--- src/pld_pkg.sv ---
// ----------------------------------------------------------------------------
// pld_pkg : shared types, codes and mapping functions
// Holds the module-pair tables, the status and pair-kind codes and the
// crystal index arithmetic used by the list-mode word decoder.
// ----------------------------------------------------------------------------
package pld_pkg;

  // Crystal index geometry
  localparam int unsigned ScnCry   = 169;
  localparam int unsigned InsBase  = 126336;
  localparam int unsigned CryW     = 18;
  localparam int unsigned TimeW    = 29;

  // Status codes
  localparam logic [1:0] STATUS_OK          = 2'd0;
  localparam logic [1:0] STATUS_INS_RANGE   = 2'd1;
  localparam logic [1:0] STATUS_COORD_RANGE = 2'd2;

  // Pair kinds
  localparam logic KIND_SS = 1'b0;
  localparam logic KIND_SI = 1'b1;

  // Register indexes on the configuration port
  localparam logic [1:0] REG_WINDOW_START = 2'd0;
  localparam logic [1:0] REG_WINDOW_END   = 2'd1;
  localparam logic [1:0] REG_TIME_OFFSET  = 2'd2;

  // Scanner-scanner module pairs, entry n for pair code n+1
  localparam logic [3:0] SS_MOD_A [42] = '{
    4'd0, 4'd0, 4'd0, 4'd0, 4'd0, 4'd0, 4'd0, 4'd1, 4'd1, 4'd1, 4'd1, 4'd1, 4'd1, 4'd1,
    4'd2, 4'd2, 4'd2, 4'd2, 4'd2, 4'd2, 4'd2, 4'd3, 4'd3, 4'd3, 4'd3, 4'd3, 4'd3,
    4'd4, 4'd4, 4'd4, 4'd4, 4'd4, 4'd5, 4'd5, 4'd5, 4'd5, 4'd6, 4'd6, 4'd6,
    4'd7, 4'd7, 4'd8};
  localparam logic [3:0] SS_MOD_B [42] = '{
    4'd3, 4'd4, 4'd5, 4'd6, 4'd7, 4'd8, 4'd9, 4'd4, 4'd5, 4'd6, 4'd7, 4'd8, 4'd9, 4'd10,
    4'd5, 4'd6, 4'd7, 4'd8, 4'd9, 4'd10, 4'd11, 4'd6, 4'd7, 4'd8, 4'd9, 4'd10, 4'd11,
    4'd7, 4'd8, 4'd9, 4'd10, 4'd11, 4'd8, 4'd9, 4'd10, 4'd11, 4'd9, 4'd10, 4'd11,
    4'd10, 4'd11, 4'd11};

  // Scanner-insert module pairs, entry n for pair code n+1
  localparam logic [3:0] IS_MOD_A [18] = '{
    4'd0, 4'd1, 4'd2, 4'd3, 4'd4, 4'd8, 4'd9, 4'd10, 4'd11,
    4'd0, 4'd1, 4'd2, 4'd3, 4'd4, 4'd8, 4'd9, 4'd10, 4'd11};
  localparam logic [3:0] IS_MOD_B [18] = '{
    4'd12, 4'd12, 4'd12, 4'd12, 4'd12, 4'd12, 4'd12, 4'd12, 4'd12,
    4'd13, 4'd13, 4'd13, 4'd13, 4'd13, 4'd13, 4'd13, 4'd13, 4'd13};

  // Decoded word passed from the mapper to the output stage
  typedef struct packed {
    logic              marker;
    logic [TimeW-1:0]  marker_time;
    logic              keep;
    logic              kind;
    logic [1:0]        status;
    logic [CryW-1:0]   crystal_a;
    logic [CryW-1:0]   crystal_b;
    logic              prompt;
  } pld_event_t;

  // Split a coordinate below 52 into quotient and remainder by 13
  function automatic logic [5:0] div13(input logic [5:0] v);
    logic [1:0] q;
    logic [3:0] r;
    begin
      if (v >= 6'd39) begin
        q = 2'd3;
        r = 4'(v - 6'd39);
      end else if (v >= 6'd26) begin
        q = 2'd2;
        r = 4'(v - 6'd26);
      end else if (v >= 6'd13) begin
        q = 2'd1;
        r = 4'(v - 6'd13);
      end else begin
        q = 2'd0;
        r = v[3:0];
      end
      return {q, r};
    end
  endfunction

  // Scanner crystal index from module and in-range coordinates
  function automatic logic [14:0] scanner_index(input logic [3:0] mod,
                                                input logic [5:0] cx,
                                                input logic [5:0] cy);
    logic [5:0] dx;
    logic [5:0] dy;
    logic [5:0] sec_raw;
    logic [5:0] sec;
    logic [7:0] n;
    logic [7:0] cry;
    begin
      dx      = div13(cx);
      dy      = div13(cy);
      sec_raw = {mod, 2'b00} + {4'd0, dx[5:4]} + 6'd10;
      sec     = (sec_raw >= 6'd48) ? 6'(sec_raw - 6'd48) : sec_raw;
      n       = {sec, ~dy[5:4]};
      cry     = 8'((8'd12 - {4'd0, dy[3:0]}) * 8'd13) + {4'd0, dx[3:0]};
      return 15'({8'd0, n} * 16'(ScnCry) + {8'd0, cry});
    end
  endfunction

  // Insert crystal index; undo the junction-board swap of module 13
  function automatic logic [17:0] insert_index(input logic [3:0] mod,
                                               input logic [5:0] cx,
                                               input logic [5:0] cy);
    logic [5:0] x;
    logic [5:0] y;
    logic [4:0] n;
    begin
      x = cx;
      y = cy;
      if (mod == 4'd13 && cx[4]) begin
        x = cx[5] ? 6'(7'd111 - {1'b0, cx}) : 6'(7'd47 - {1'b0, cx});
        y = cy[4] ? 6'(7'd79 - {1'b0, cy}) : 6'(7'd47 - {1'b0, cy});
      end
      n = {~y[5:4], 3'b000} + {3'd0, ~x[5:4]} + ((mod == 4'd12) ? 5'd4 : 5'd0);
      return 18'(InsBase) + {5'd0, n, ~y[3:0], ~x[3:0]};
    end
  endfunction

endpackage

--- src/pld_event_map.sv ---
// ----------------------------------------------------------------------------
// pld_event_map : list-mode word decode and crystal mapping
// Splits one word into a time marker or an event, looks up the module pair
// and maps both crystal coordinates to global crystal indices.
// ----------------------------------------------------------------------------
module pld_event_map
  import pld_pkg::*;
(
  input  logic [63:0] raw_word,
  output pld_event_t  dec
);

  logic [7:0] b0, b1, b2, b3, b4, b5, b6, b7;
  logic [5:0] mp;
  logic [5:0] emp;
  logic       ss_hit;
  logic       si_hit;
  logic [5:0] ss_idx;
  logic [4:0] si_idx;
  logic [3:0] mod_a;
  logic [3:0] mod_b;
  logic [7:0] ax, ay, bx, by;
  logic       scn_bad;
  logic       ins_bad;
  logic [14:0] scn_a;
  logic [14:0] scn_b;
  logic [17:0] ins_b;

  // Split into bytes
  assign {b7, b6, b5, b4, b3, b2, b1, b0} = raw_word;

  // Pair codes and table lookup
  assign mp     = {b6[2:0], b2[2:0]};
  assign emp    = {b6[5:3], b2[5:3]};
  assign ss_hit = (mp != 6'd0) && (mp <= 6'd42);
  assign si_hit = (mp == 6'd0) && (emp != 6'd0) && (emp <= 6'd18);
  assign ss_idx = 6'(mp - 6'd1);
  assign si_idx = 5'(emp - 6'd1);
  assign mod_a  = ss_hit ? SS_MOD_A[ss_idx] : IS_MOD_A[si_idx];
  assign mod_b  = ss_hit ? SS_MOD_B[ss_idx] : IS_MOD_B[si_idx];

  // Scanner side sits in the low bytes for a scanner pair, high bytes otherwise
  assign ax = ss_hit ? b0 : b4;
  assign ay = ss_hit ? b1 : b5;
  assign bx = ss_hit ? b4 : b0;
  assign by = ss_hit ? b5 : b1;

  // Range checks
  assign scn_bad = (ax >= 8'd52) || (ay >= 8'd52) ||
                   (ss_hit && ((bx >= 8'd52) || (by >= 8'd52)));
  assign ins_bad = (bx >= 8'd64) || (by >= 8'd64);

  // Crystal indices
  assign scn_a = scanner_index(mod_a, ax[5:0], ay[5:0]);
  assign scn_b = scanner_index(mod_b, bx[5:0], by[5:0]);
  assign ins_b = insert_index(mod_b, bx[5:0], by[5:0]);

  // Assemble decoded word
  always_comb begin
    dec             = '0;
    dec.marker      = b3[6] && (b5[7:5] == 3'b100);
    dec.marker_time = {b5[4:0], b4, b1, b0};
    dec.keep        = !b3[6] && (ss_hit || si_hit);
    dec.kind        = ss_hit ? KIND_SS : KIND_SI;
    dec.prompt      = b7[6];
    if (scn_bad) begin
      dec.status = STATUS_COORD_RANGE;
    end else if (ss_hit) begin
      dec.status    = STATUS_OK;
      dec.crystal_a = {3'd0, scn_a};
      dec.crystal_b = {3'd0, scn_b};
    end else if (ins_bad) begin
      dec.status    = STATUS_INS_RANGE;
      dec.crystal_a = {3'd0, scn_a};
    end else begin
      dec.status    = STATUS_OK;
      dec.crystal_a = {3'd0, scn_a};
      dec.crystal_b = ins_b;
    end
  end

endmodule

--- src/pet_listmode_word_decoder_top.sv ---
// ----------------------------------------------------------------------------
// pet_listmode_word_decoder_top : PET list-mode word decoder
// Registers each word, decodes it in one pass and holds the event in an
// output register; time markers load the time register.
// ----------------------------------------------------------------------------
// Path: the accepting edge loads the input register; the event then moves to
// the result register once that register is free to take it.
// Throughput: one word per cycle; the input stalls only while a result waits
// in the output register and the word in the input register has an event to emit.
// Reset: clears both valid flags and the time register, and returns the
// window start to zero, the window end to all ones and the time offset to zero.
module pet_listmode_word_decoder_top
  import pld_pkg::*;
(
  input  logic                     clk,
  input  logic                     rst,
  // Configuration port
  input  logic                     psel,
  input  logic                     penable,
  input  logic                     pwrite,
  input  logic [3:0]               paddr,
  input  logic [31:0]              pwdata,
  output logic [31:0]              prdata,
  output logic                     pready,
  // Word channel
  input  logic                     word_valid,
  output logic                     word_stall,
  input  logic [63:0]              raw_word,
  // Event channel
  output logic                     event_valid,
  input  logic                     event_stall,
  output logic [CryW-1:0]          crystal_a,
  output logic [CryW-1:0]          crystal_b,
  output logic [32:0]              event_time,
  output logic                     prompt_flag,
  output logic                     pair_kind,
  output logic [1:0]               status
);

  logic [TimeW-1:0] window_start;
  logic [TimeW-1:0] window_end;
  logic [31:0]      time_offset;
  logic [TimeW-1:0] current_time;
  logic             s1_valid;
  logic [63:0]      s1_word;
  pld_event_t       dec;
  logic             in_window;
  logic             emit;
  logic             out_free;
  logic             s1_move;
  logic             cfg_write;

  // Configuration port
  assign pready    = 1'b1;
  assign cfg_write = psel && penable && pwrite;

  always_ff @(posedge clk) begin
    if (rst) begin
      window_start <= '0;
      window_end   <= '1;
      time_offset  <= '0;
    end else if (cfg_write) begin
      case (paddr[3:2])
        REG_WINDOW_START: window_start <= pwdata[TimeW-1:0];
        REG_WINDOW_END:   window_end   <= pwdata[TimeW-1:0];
        REG_TIME_OFFSET:  time_offset  <= pwdata;
        default: ;
      endcase
    end
  end

  always_comb begin
    case (paddr[3:2])
      REG_WINDOW_START: prdata = {3'd0, window_start};
      REG_WINDOW_END:   prdata = {3'd0, window_end};
      REG_TIME_OFFSET:  prdata = time_offset;
      default:          prdata = '0;
    endcase
  end

  // Decode the registered word
  pld_event_map u_map (
    .raw_word (s1_word),
    .dec      (dec)
  );

  // Flow control
  assign in_window  = (current_time > window_start) && (current_time < window_end);
  assign emit       = dec.keep && in_window;
  assign out_free   = !event_valid || !event_stall;
  assign s1_move    = s1_valid && (out_free || !emit);
  assign word_stall = s1_valid && !s1_move;

  // Input register
  always_ff @(posedge clk) begin
    if (rst) begin
      s1_valid <= 1'b0;
    end else if (word_valid && !word_stall) begin
      s1_valid <= 1'b1;
    end else if (s1_move) begin
      s1_valid <= 1'b0;
    end
  end

  always_ff @(posedge clk) begin
    if (word_valid && !word_stall) begin
      s1_word <= raw_word;
    end
  end

  // Time register: load on a time marker leaving the input register
  always_ff @(posedge clk) begin
    if (rst) begin
      current_time <= '0;
    end else if (s1_move && dec.marker) begin
      current_time <= dec.marker_time;
    end
  end

  // Result register
  always_ff @(posedge clk) begin
    if (rst) begin
      event_valid <= 1'b0;
    end else if (s1_move && emit) begin
      event_valid <= 1'b1;
    end else if (!event_stall) begin
      event_valid <= 1'b0;
    end
  end

  always_ff @(posedge clk) begin
    if (s1_move && emit) begin
      crystal_a   <= dec.crystal_a;
      crystal_b   <= dec.crystal_b;
      event_time  <= {4'd0, current_time} + {1'b0, time_offset};
      prompt_flag <= dec.prompt;
      pair_kind   <= dec.kind;
      status      <= dec.status;
    end
  end

`ifndef ASSERT_OFF
  // A flagged event never carries a second crystal
  assert property (@(posedge clk) disable iff (rst)
    event_valid && status != STATUS_OK |-> crystal_b == '0)
    else $error("flagged event carries a second crystal");

  // A coordinate fault clears the first crystal too
  assert property (@(posedge clk) disable iff (rst)
    event_valid && status == STATUS_COORD_RANGE |-> crystal_a == '0)
    else $error("coordinate fault with non-zero first crystal");

  // Scanner pairs have no insert range fault
  assert property (@(posedge clk) disable iff (rst)
    event_valid && pair_kind == KIND_SS |-> status != STATUS_INS_RANGE)
    else $error("insert range fault on scanner pair");

  // A marker leaving the input register loads the time register
  assert property (@(posedge clk) disable iff (rst)
    s1_move && dec.marker |=> current_time == $past(dec.marker_time))
    else $error("time marker not loaded");

  // The input stalls only behind a held event
  assert property (@(posedge clk) disable iff (rst)
    word_stall |-> s1_valid && emit && event_valid && event_stall)
    else $error("input stalled without cause");
`endif

endmodule
--- config.mk ---
export PLATFORM = sky130hd
export DESIGN_NAME = pet_listmode_word_decoder_top
export DESIGN_NICKNAME = d
export VERILOG_FILES = /design/src/pld_pkg.sv /design/src/pld_event_map.sv /design/src/pet_listmode_word_decoder_top.sv
export SDC_FILE = /design/constraint.sdc
export NUM_CORES = 1
export LEC_CHECK = 0
export ABC_AREA = 1
export CORE_MARGIN = 2
export CORE_UTILIZATION = 60
export DETAILED_ROUTE_END_ITERATION = 8
export DONT_BUFFER_PORTS = 1
export GPL_TIMING_DRIVEN = 0
export MAX_ROUTING_LAYER = met4
export PLACE_DENSITY = 0.76
export SYNTH_ARGS = -nofsm -noshare
export SYNTH_HDL_FRONTEND = slang
export SYNTH_SLANG_ARGS = --single-unit
--- constraint.sdc ---
create_clock -name clk -period 22.1 [get_ports clk]
set_clock_uncertainty 0.05 [all_clocks]
set_input_delay 2.21 -clock clk [delete_from_list [all_inputs] [get_ports clk]]
set_output_delay 2.21 -clock clk [all_outputs]
set_load 0.02 [all_outputs]
==> flow_summary_export.csv, run 1 <==
group,metric,value,unit
clocking,cts.clk_slew.worst_paths,0.06,ns
sta,slew_viol_final,0,
floorplanning,die-area,32000,µm²
sta,finalHoldViolCount,0,
logic_synthesis,synth_edf_count,116,
logic_synthesis,synth_top_area_frac,0.190,
placed_design,portBuffers,0,
clocking,cts_buffers,27,
cells_and_area,final_cells,2687,
cells_and_area,post-route-util,0.654,
logic_synthesis,yosys_warnings,0,
setup_path,required,22.36,ns
drt,wirelength,51900,µm
run_status,outcome,"complete, no violations",
sta,fmax,0.102,GHz
floorplanning,core,30300,µm²
logic_synthesis,synthTopCellsByArea,"edfxtp_1, ha_1, dfxtp_1",
logic_synthesis,yosysSeqAreaShare,0.322,
placed_design,gp_congestion,1.03,
clocking,numClockSinks,237,
logic_synthesis,dominantRegCellSynth,"dfxtp_1",
floorplanning,fp.dieW,179,µm
global_routing,antenna_found_initial,2,
sta,rsz0062_at_grt,"false",
cells_and_area,final_nets,2667,
setup_path,cp_slowest_cell,"edfxtp_1",
logic_synthesis,synth_area_leader_cell,"edfxtp_1",
global_routing,grt_pass1_wl,80800,µm
clocking,cts_tree,"built",
floorplanning,row_count,64,
sta,setup_viol,0,
global_routing,grt_usage,0.336,
clocking,postCtsHoldBufs,0,
floorplanning,ioPinCount,215,
sta,slew_headroom,0.487,
drt,drtPass1Iterations,6,
setup_path,cp-end-kind,"flip-flop",
setup_path,crit_fanout,10,
logic_synthesis,synth_seq_cells,237,
logic_synthesis,async_flop_share,0,
placed_design,pre_cts_ws,12.34,ns
logic_synthesis,synth_area,18400,µm²
clocking,root_buffer,"clkbuf_16",
drt,wl_per_cell,19.3,µm
sta,tns,0,ns
setup_path,start_kind,"flip-flop",
floorplanning,initial_core_util,0.605,
clocking,clock_latency,0.58,ns
drt,drc,0,
sta,period_minus_slack,9.80,ns
setup_path,r2r_slack,12.30,ns
logic_synthesis,synth.distinct_cells,60,
logic_synthesis,netlist_top_cells_count,"nand2_1, inv_1, ha_1, a21oi_1, nor2_1",
logic_synthesis,yosysMostFrequentCell,"nand2_1",
setup_path,cpPeakStageDelay,0.52,ns
floorplanning,fp.dieH,179,µm
worst_hold_path,min_path_type,"flip-flop to flip-flop",
drt,ant_nets,0,
global_routing,grt_pass1_vias,14900,
global_routing,overflow,0,
sta,worst_pin_slew,0.769,ns
sta,timing.final.crit_share,0.443,
clocking,htree_levels,1,
clocking,cts-resized-gates,0,
placed_design,place_inst,2630,
placed_design,dpl.hpwl,41300,µm
run,maxCapViolCount,0,
drt,drtIter0Drc,1477,
sta,layout_setup_ws,12.30,ns
drt,routed-via-count,15800,
logic_synthesis,synth_cells,2230,
setup_path,worstPathArrival,10.05,ns
clocking,postCtsSetupRepairBufs,0,
global_routing,grt_max_degree,69,
cells_and_area,drive_gt1_frac,0.0867,
logic_synthesis,synth.avg_cell_area,8.23,µm²
cells_and_area,synthToLayoutAreaGrowth,8.16,%
setup_path,critical_path_class,"flip-flop to flip-flop",
clocking,clk_path_buf_depth,3,
drt,vias_per_cell,5.88,
-- layout by cell type (no fill, tap or decap), types with 27 or more instances in the layout --
cell	synthesis	routed
a21oi_1	177	177
nand2_1	394	394
edfxtp_1	116	116
nor2_1	151	151
ha_1	264	264
nand3_1	91	91
o211ai_1	44	44
nand4_1	35	35
clkbuf_1	43	46
inv_1	289	287
clkbuf_16	0	27
o221ai_1	31	31
dfxtp_1	121	121
nand2_2	35	35
xor2_1	38	38
o21ai_0	133	133
fa_1	33	33
-- layout make-up --
class                           instances  area, µm²
Multi-Input combinational cell       1612      10900
Fill cell                            2548      10500
Clock buffer                           31        701
Timing Repair Buffer                    2       47.5
Tap cell                              396        495
Inverter                              313       1180
Antenna cell                            7       17.5
Clock inverter                         19        226
Buffer                                 70        388
Sequential cell                       237       5910
-- state kept, by name, indices dropped and copies added (netlist names) --
name	count
s1_valid	1
crystal_a	15
status	2
prompt_flag	1
event_valid	1
crystal_b	18
event_time	33
s1_word	46
window_start	29
current_time	29
pair_kind	1
time_offset	32
window_end	29
-- stage by stage --
step / instance area, µm² / hold slack (ns)
2_1_floorplan: 18400 / 0.350
3_3_place_gp: 18900 / 0.352
3_5_place_dp: 18900 / 0.388
4_1_cts: 19800 / 0.395
5_1_grt: 19800 / 0.410
6_report: 19900 / 0.389
-- layer usage --
metal	GRT usage	part of all wire	vias up
li1	-	-	7624
met1	0.460	0.43	7367
met2	0.492	0.43	660
met3	0.0642	0.098	136
met4	0.129	0.042	0
met5	-	0	-
-- worst max-delay path: cells and delay by family, from the launching register on --
kind,cells,cell delay [ns]
buffers and inverters,12,1.13
xor gates and xnor gates,3,0.69
AOI/OAI and AO/OA,11,1.59
and+or+nand+nor,18,1.74
DFF,1,0.52
adders and majority gates,12,3.81
-- cells by family (layout without fill, tap and decap cells) --
| group | Yosys count | count (layout) | share of synthesized area |
|---|---|---|---|
| AOI/OAI and AO/OA | 462 | 462 | 0.151 |
| xor gates and xnor gates | 67 | 67 | 0.0336 |
| adders and majority gates | 297 | 297 | 0.216 |
| buffers and inverters | 383 | 435 | 0.0854 |
| DFF | 237 | 237 | 0.322 |
| other | 2 | 11 | 0.000409 |
| and+or+nand+nor | 782 | 782 | 0.192 |
-- final timing paths --
kind / startpoint / end / cells past startpoint
worst max-delay path: s1_word[16] / crystal_b[14] / 56
worst min-delay path: s1_word[62] / prompt_flag / 0
worst max register to register: s1_word[16] / crystal_b[14] / 56
worst min register to register: s1_word[62] / prompt_flag / 0
Power of run 1 is not shown: default switching activity piles up to over one toggle a cycle in this logic, so the estimate is an artifact.
==> run 2: changes to the inputs <==
- CORE_UTILIZATION: 60 -> 59
- PLACE_DENSITY: 0.76 -> 0.78
- clock period: 22.1 -> 8.95 ns (I/O delays scaled with it)
==> run 2 against run 1 <==
Net effect:
- hold slack got worse by 0.013 ns
- worst setup slack got worse by 12 ns
- flip-flop and latch count is the same
- final cell count rose by 1.1%
- wire length is 4.6% higher
- global-route usage fell by 0.087 points
==> flow_summary_export.csv, run 2 (synthesis gave the netlist of run 1 again) <==
group,metric,value,unit
run_status,outcome,"complete, no violations",
setup_path,start_kind,"flip-flop",
sta,worst_pin_slew,0.932,ns
floorplanning,row_count,64,
cells_and_area,largest_register_ffs,46,
global_routing,grt_max_degree,71,
global_routing,grt_pass1_wl,84200,µm
cells_and_area,drive_gt1_frac,0.130,
global_routing,grt_usage,0.335,
floorplanning,initial_core_util,0.600,
clocking,postCtsHoldBufs,0,
floorplanning,die-area,32500,µm²
cells_and_area,post-route-util,0.672,
cells_and_area,final_cells,2716,
placed_design,place_inst,2629,
cells_and_area,synthToLayoutAreaGrowth,12.0,%
clocking,cts_tree,"built",
setup_path,r2r_slack,0.39,ns
floorplanning,core,30600,µm²
setup_path,cp_slowest_cell,"fa_1",
global_routing,grt_pass1_vias,15400,
setup_path,crit_path_frequent_cell,"ha_4",
global_routing,use_met3,0.0750,
setup_path,crit_fanout,8,
drt,wirelength,54300,µm
sta,slew_viol_final,0,
cells_and_area,largest_registers,"s1_word x46, event_time x33, time_offset x32",
setup_path,required,9.32,ns
floorplanning,ioPinCount,215,
setup_path,cp-endpoint,"crystal_b[14]",
clocking,cts_buffers,27,
floorplanning,fp.dieH,180,µm
setup_path,cpPeakStageDelay,0.53,ns
setup_path,reg2reg_depth,51,
global_routing,use_met2,0.503,
setup_path,reg2reg_to,"crystal_b[14]",
floorplanning,fp.dieW,180,µm
cells_and_area,layout_common_cells,"nand2_1, inv_1, ha_1",
drt,vias_per_cell,5.94,
cells_and_area,regMostFlops,"s1_word",
sta,fmax,0.117,GHz
clocking,numClockSinks,237,
clocking,root_buffer,"clkbuf_16",
sta,tns,0,ns
run,maxCapViolCount,0,
global_routing,antenna_found_initial,4,
drt,wl_per_cell,20.0,µm
setup_path,cp-end-kind,"flip-flop",
clocking,clock_latency,0.56,ns
clocking,htree_levels,1,
worst_hold_path,min_path_type,"flip-flop to flip-flop",
sta,finalHoldViolCount,0,
placed_design,portBuffers,0,
setup_path,worstPathArrival,8.92,ns
drt,ant_nets,0,
placed_design,gp_congestion,1.02,
clocking,cts.clk_slew.worst_paths,0.06,ns
sta,timing.final.crit_share,0.956,
global_routing,overflow,0,
cells_and_area,nFillCells,2553,
sta,setup_viol,0,
sta,slew_headroom,0.378,
setup_path,r2r_start,"s1_word[16]",
clocking,clk_path_buf_depth,3,
drt,routed-via-count,16100,
cells_and_area,mostFrequentLayoutCell,"nand2_1",
placed_design,dpl.hpwl,41900,µm
global_routing,grt_util_met1,0.454,
cells_and_area,final_nets,2700,
drt,drtPass1Iterations,6,
setup_path,startpoint,"s1_word[16]",
sta,period_minus_slack,8.56,ns
global_routing,grt.busiest_layer,"met2",
setup_path,critical_path_class,"flip-flop to flip-flop",
drt,drc,0,
drt,drtIter0Drc,1429,
run 2: changes by cell type in the layout (fill, tap and decap cells not counted), moves of 6 or more:
| cell | change |
|---|---|
| a21oi_2 | +11 |
| o21ai_0 | -6 |
| inv_1 | -10 |
| ha_4 | +19 |
| buf_4 | +35 |
| ha_1 | -20 |
| inv_2 | +8 |
| nand2_4 | +6 |
| nand3_1 | -7 |
| nand2_1 | -8 |
| a21oi_1 | -12 |
run 2: stage by stage:
stage,setup slack [ns],hold WS (ns),area (µm²)
3_3_place_gp,-0.755,0.367,18900
4_1_cts,-0.00820,0.359,20000
5_1_grt,-0.0923,0.366,20600
6_report,0.393,0.376,20600
3_5_place_dp,-0.954,0.355,18900
2_1_floorplan,0.236,0.350,18400
run 2: worst max-delay path, delay by kind of cell (launching register included):
family	cells	cell delay, ns
buf+inv	12	1.00
compound gates	11	1.39
xor+xnor	3	0.56
fa+ha+maj	12	3.51
simple gates	13	1.44
flops	1	0.42
run 2: metal layers:
layer,routed length [µm],share of wire,vias up
met1,23700,0.44,7674
met2,23700,0.44,654
met4,1860,0.034,0
met3,5140,0.095,114
met5,0,0,-
li1,-,-,7681
run 2: layout make-up:
class,instances,area (µm²),area share
multi-input cells,1612,11400,0.553
flip-flops and latches,237,5910,0.287
inverters,313,1190,0.0577
clock buffers,38,825,0.0401
well taps,396,495,0.0241
plain buffers,70,390,0.0190
repair buffers,35,275,0.0134
clock inverters,11,103,0.00499
diodes,4,10.0,0.000487
run 2: worst min-delay path by stage:
| stage | start | end | slack, ns | depth (start not counted) |
|---|---|---|---|---|
| finish | s1_word[62] | prompt_flag | 0.38 | 0 |
| global route | raw_word[46] | s1_word[46] | 0.37 | 0 |
| CTS | raw_word[34] | s1_word[34] | 0.36 | 0 |
| detailed placement | s1_word[62] | prompt_flag | 0.36 | 0 |
| global placement | s1_word[62] | prompt_flag | 0.37 | 0 |
| floorplan | s1_word[62] | prompt_flag | 0.35 | 0 |
run 2: what timing repair did:
item,CTS,global route
buffers inserted,8,26
endpoints found under the setup margin,14,11
endpoints found under the hold margin,0,0
pin swaps,11,47
resized for setup,31,67
Power of run 2 is left out for the same reason.
==> run 3: changes to the inputs <==
- CORE_UTILIZATION: 59 -> 60
- PLACE_DENSITY: 0.78 -> 0.79
- SYNTH_HIERARCHICAL: default -> 1
==> run 3 against run 2 <==
Net effect:
- the flow now finishes with violations (setup timing)
- wire length up 0.58%
- maximum frequency decreased by 4.9%
- final cell count grew 11%
- critical path type unchanged
- highest routed layer unchanged
==> flow_summary_export.csv, run 3 <==
group,metric,value,unit
worst_hold_path,min_path_type,"input port to flip-flop",
run_status,violations,"setup timing",
cells_and_area,largest_register_ffs,46,
sta,slew_viol_final,0,
cells_and_area,nFillCells,2483,
global_routing,grt_pass1_wl,82800,µm
drt,wl_per_cell,18.1,µm
floorplanning,ioPinCount,215,
clocking,htree_levels,1,
sta,slew_headroom,0.441,
setup_path,cp_slowest_cell,"fa_1",
logic_synthesis,synth_area,19400,µm²
clocking,cts_tree,"built",
sta,finalHoldViolCount,0,
cells_and_area,final_nets,3008,
cells_and_area,regMostFlops,"s1_word",
floorplanning,core,31600,µm²
clocking,root_buffer,"clkbuf_16",
drt,drc,0,
logic_synthesis,yosys_warnings,6,
drt,routed-via-count,17100,
setup_path,critical_path_class,"flip-flop to flip-flop",
clocking,cts_buffers,27,
floorplanning,row_count,65,
global_routing,grt_usage,0.320,
logic_synthesis,synth.avg_cell_area,7.80,µm²
drt,drtIter0Drc,1330,
clocking,clock_latency,0.55,ns
global_routing,antenna_found_initial,4,
drt,wirelength,54700,µm
clocking,cts.clk_slew.worst_paths,0.06,ns
floorplanning,die-area,33700,µm²
placed_design,gp_congestion,0.951,
cells_and_area,drive_gt1_frac,0.155,
drt,drtPass1Iterations,5,
setup_path,crit_fanout,5,
setup_path,worstPathArrival,9.33,ns
floorplanning,initial_core_util,0.612,
sta,setup_viol,1,
sta,timing.final.crit_share,1.01,
placed_design,dpl.hpwl,41700,µm
sta,worst_pin_slew,0.831,ns
global_routing,grt_pass1_vias,16300,
sta,layout_setup_ws,-0.0468,ns
sta,period_minus_slack,9.00,ns
placed_design,pre_cts_ws,-1.23,ns
cells_and_area,layout_common_cells,"nand2_1, inv_1, ha_1",
setup_path,cpPeakStageDelay,0.54,ns
clocking,clk_path_buf_depth,3,
floorplanning,fp.dieW,184,µm
run,maxCapViolCount,0,
cells_and_area,mostFrequentLayoutCell,"nand2_1",
sta,rsz0062_at_grt,"true",
drt,ant_nets,0,
setup_path,crit_path_frequent_cell,"inv_2",
global_routing,overflow,0,
placed_design,portBuffers,0,
drt,vias_per_cell,5.64,
setup_path,cp-end-kind,"flip-flop",
logic_synthesis,synth_cells,2483,
setup_path,required,9.29,ns
run_status,outcome,"complete, but fails checks",
setup_path,r2r_slack,-0.05,ns
global_routing,grt_max_degree,46,
floorplanning,fp.dieH,184,µm
clocking,numClockSinks,240,
cells_and_area,synthToLayoutAreaGrowth,15.0,%
sta,fmax,0.111,GHz
cells_and_area,largest_registers,"s1_word x46, event_time x33, time_offset x32",
setup_path,start_kind,"flip-flop",
-- run 3: per-layer routing --
layer,GRT usage,part of all wire
met1,0.372,0.40
met2,0.567,0.50
met3,0.0416,0.069
met4,0.116,0.038
met5,-,0
-- run 3: path summary, 6_finish.rpt --
kind / start / endpoint / cells past startpoint
setup / recovery: s1_word[16] / crystal_a[14] / 55
hold / removal: rst / event_valid / 1
setup reg to reg: s1_word[16] / crystal_a[14] / 55
hold reg to reg: window_start[1] / window_start[1] / 2
-- run 3: per-stage QoR --
step | instance area (µm²) | TNS [ns] | utilization | std cells | hold WS, ns
global route | 22300 | -1.42 | 0.704 | 3024 | 0.351
global placement | 19900 | -9.03 | 0.629 | 2887 | 0.432
CTS | 21400 | -0.0220 | 0.676 | 2966 | 0.336
floorplan | 19400 | -0.0265 | - | 2485 | 0.405
finish | 22300 | -0.0468 | 0.704 | 3024 | 0.354
detailed placement | 19900 | -11.52 | 0.630 | 2889 | 0.436
-- run 3: worst max-delay path, delay by kind of cell, from the launching register on --
family	cells	cell delay [ns]
AOI/OAI and AO/OA	9	1.27
xor gates and xnor gates	2	0.29
adders and majority gates	12	3.90
buffers and inverters	8	0.53
DFF	1	0.41
and+or+nand+nor	24	2.33
-- run 3: timing repair --
item,CTS,global route
gates resized for setup,52,120
buffers inserted,28,54
pin swaps,34,89
hold buffers,0,0
cloned,0,1
setup endpoints to repair,17,11
-- run 3: cell type report --
type / instances / area [µm²] / share of cell area
plain buffers: 102 / 622 / 0.0279
inverters: 425 / 1610 / 0.0724
clock buffers: 27 / 676 / 0.0303
flip-flops and latches: 240 / 6000 / 0.269
well taps: 402 / 503 / 0.0226
diodes: 4 / 10.0 / 0.000449
clock inverters: 22 / 347 / 0.0156
multi-input cells: 1718 / 11800 / 0.530
repair buffers: 84 / 701 / 0.0315
Power of run 3 is left out for the same reason.
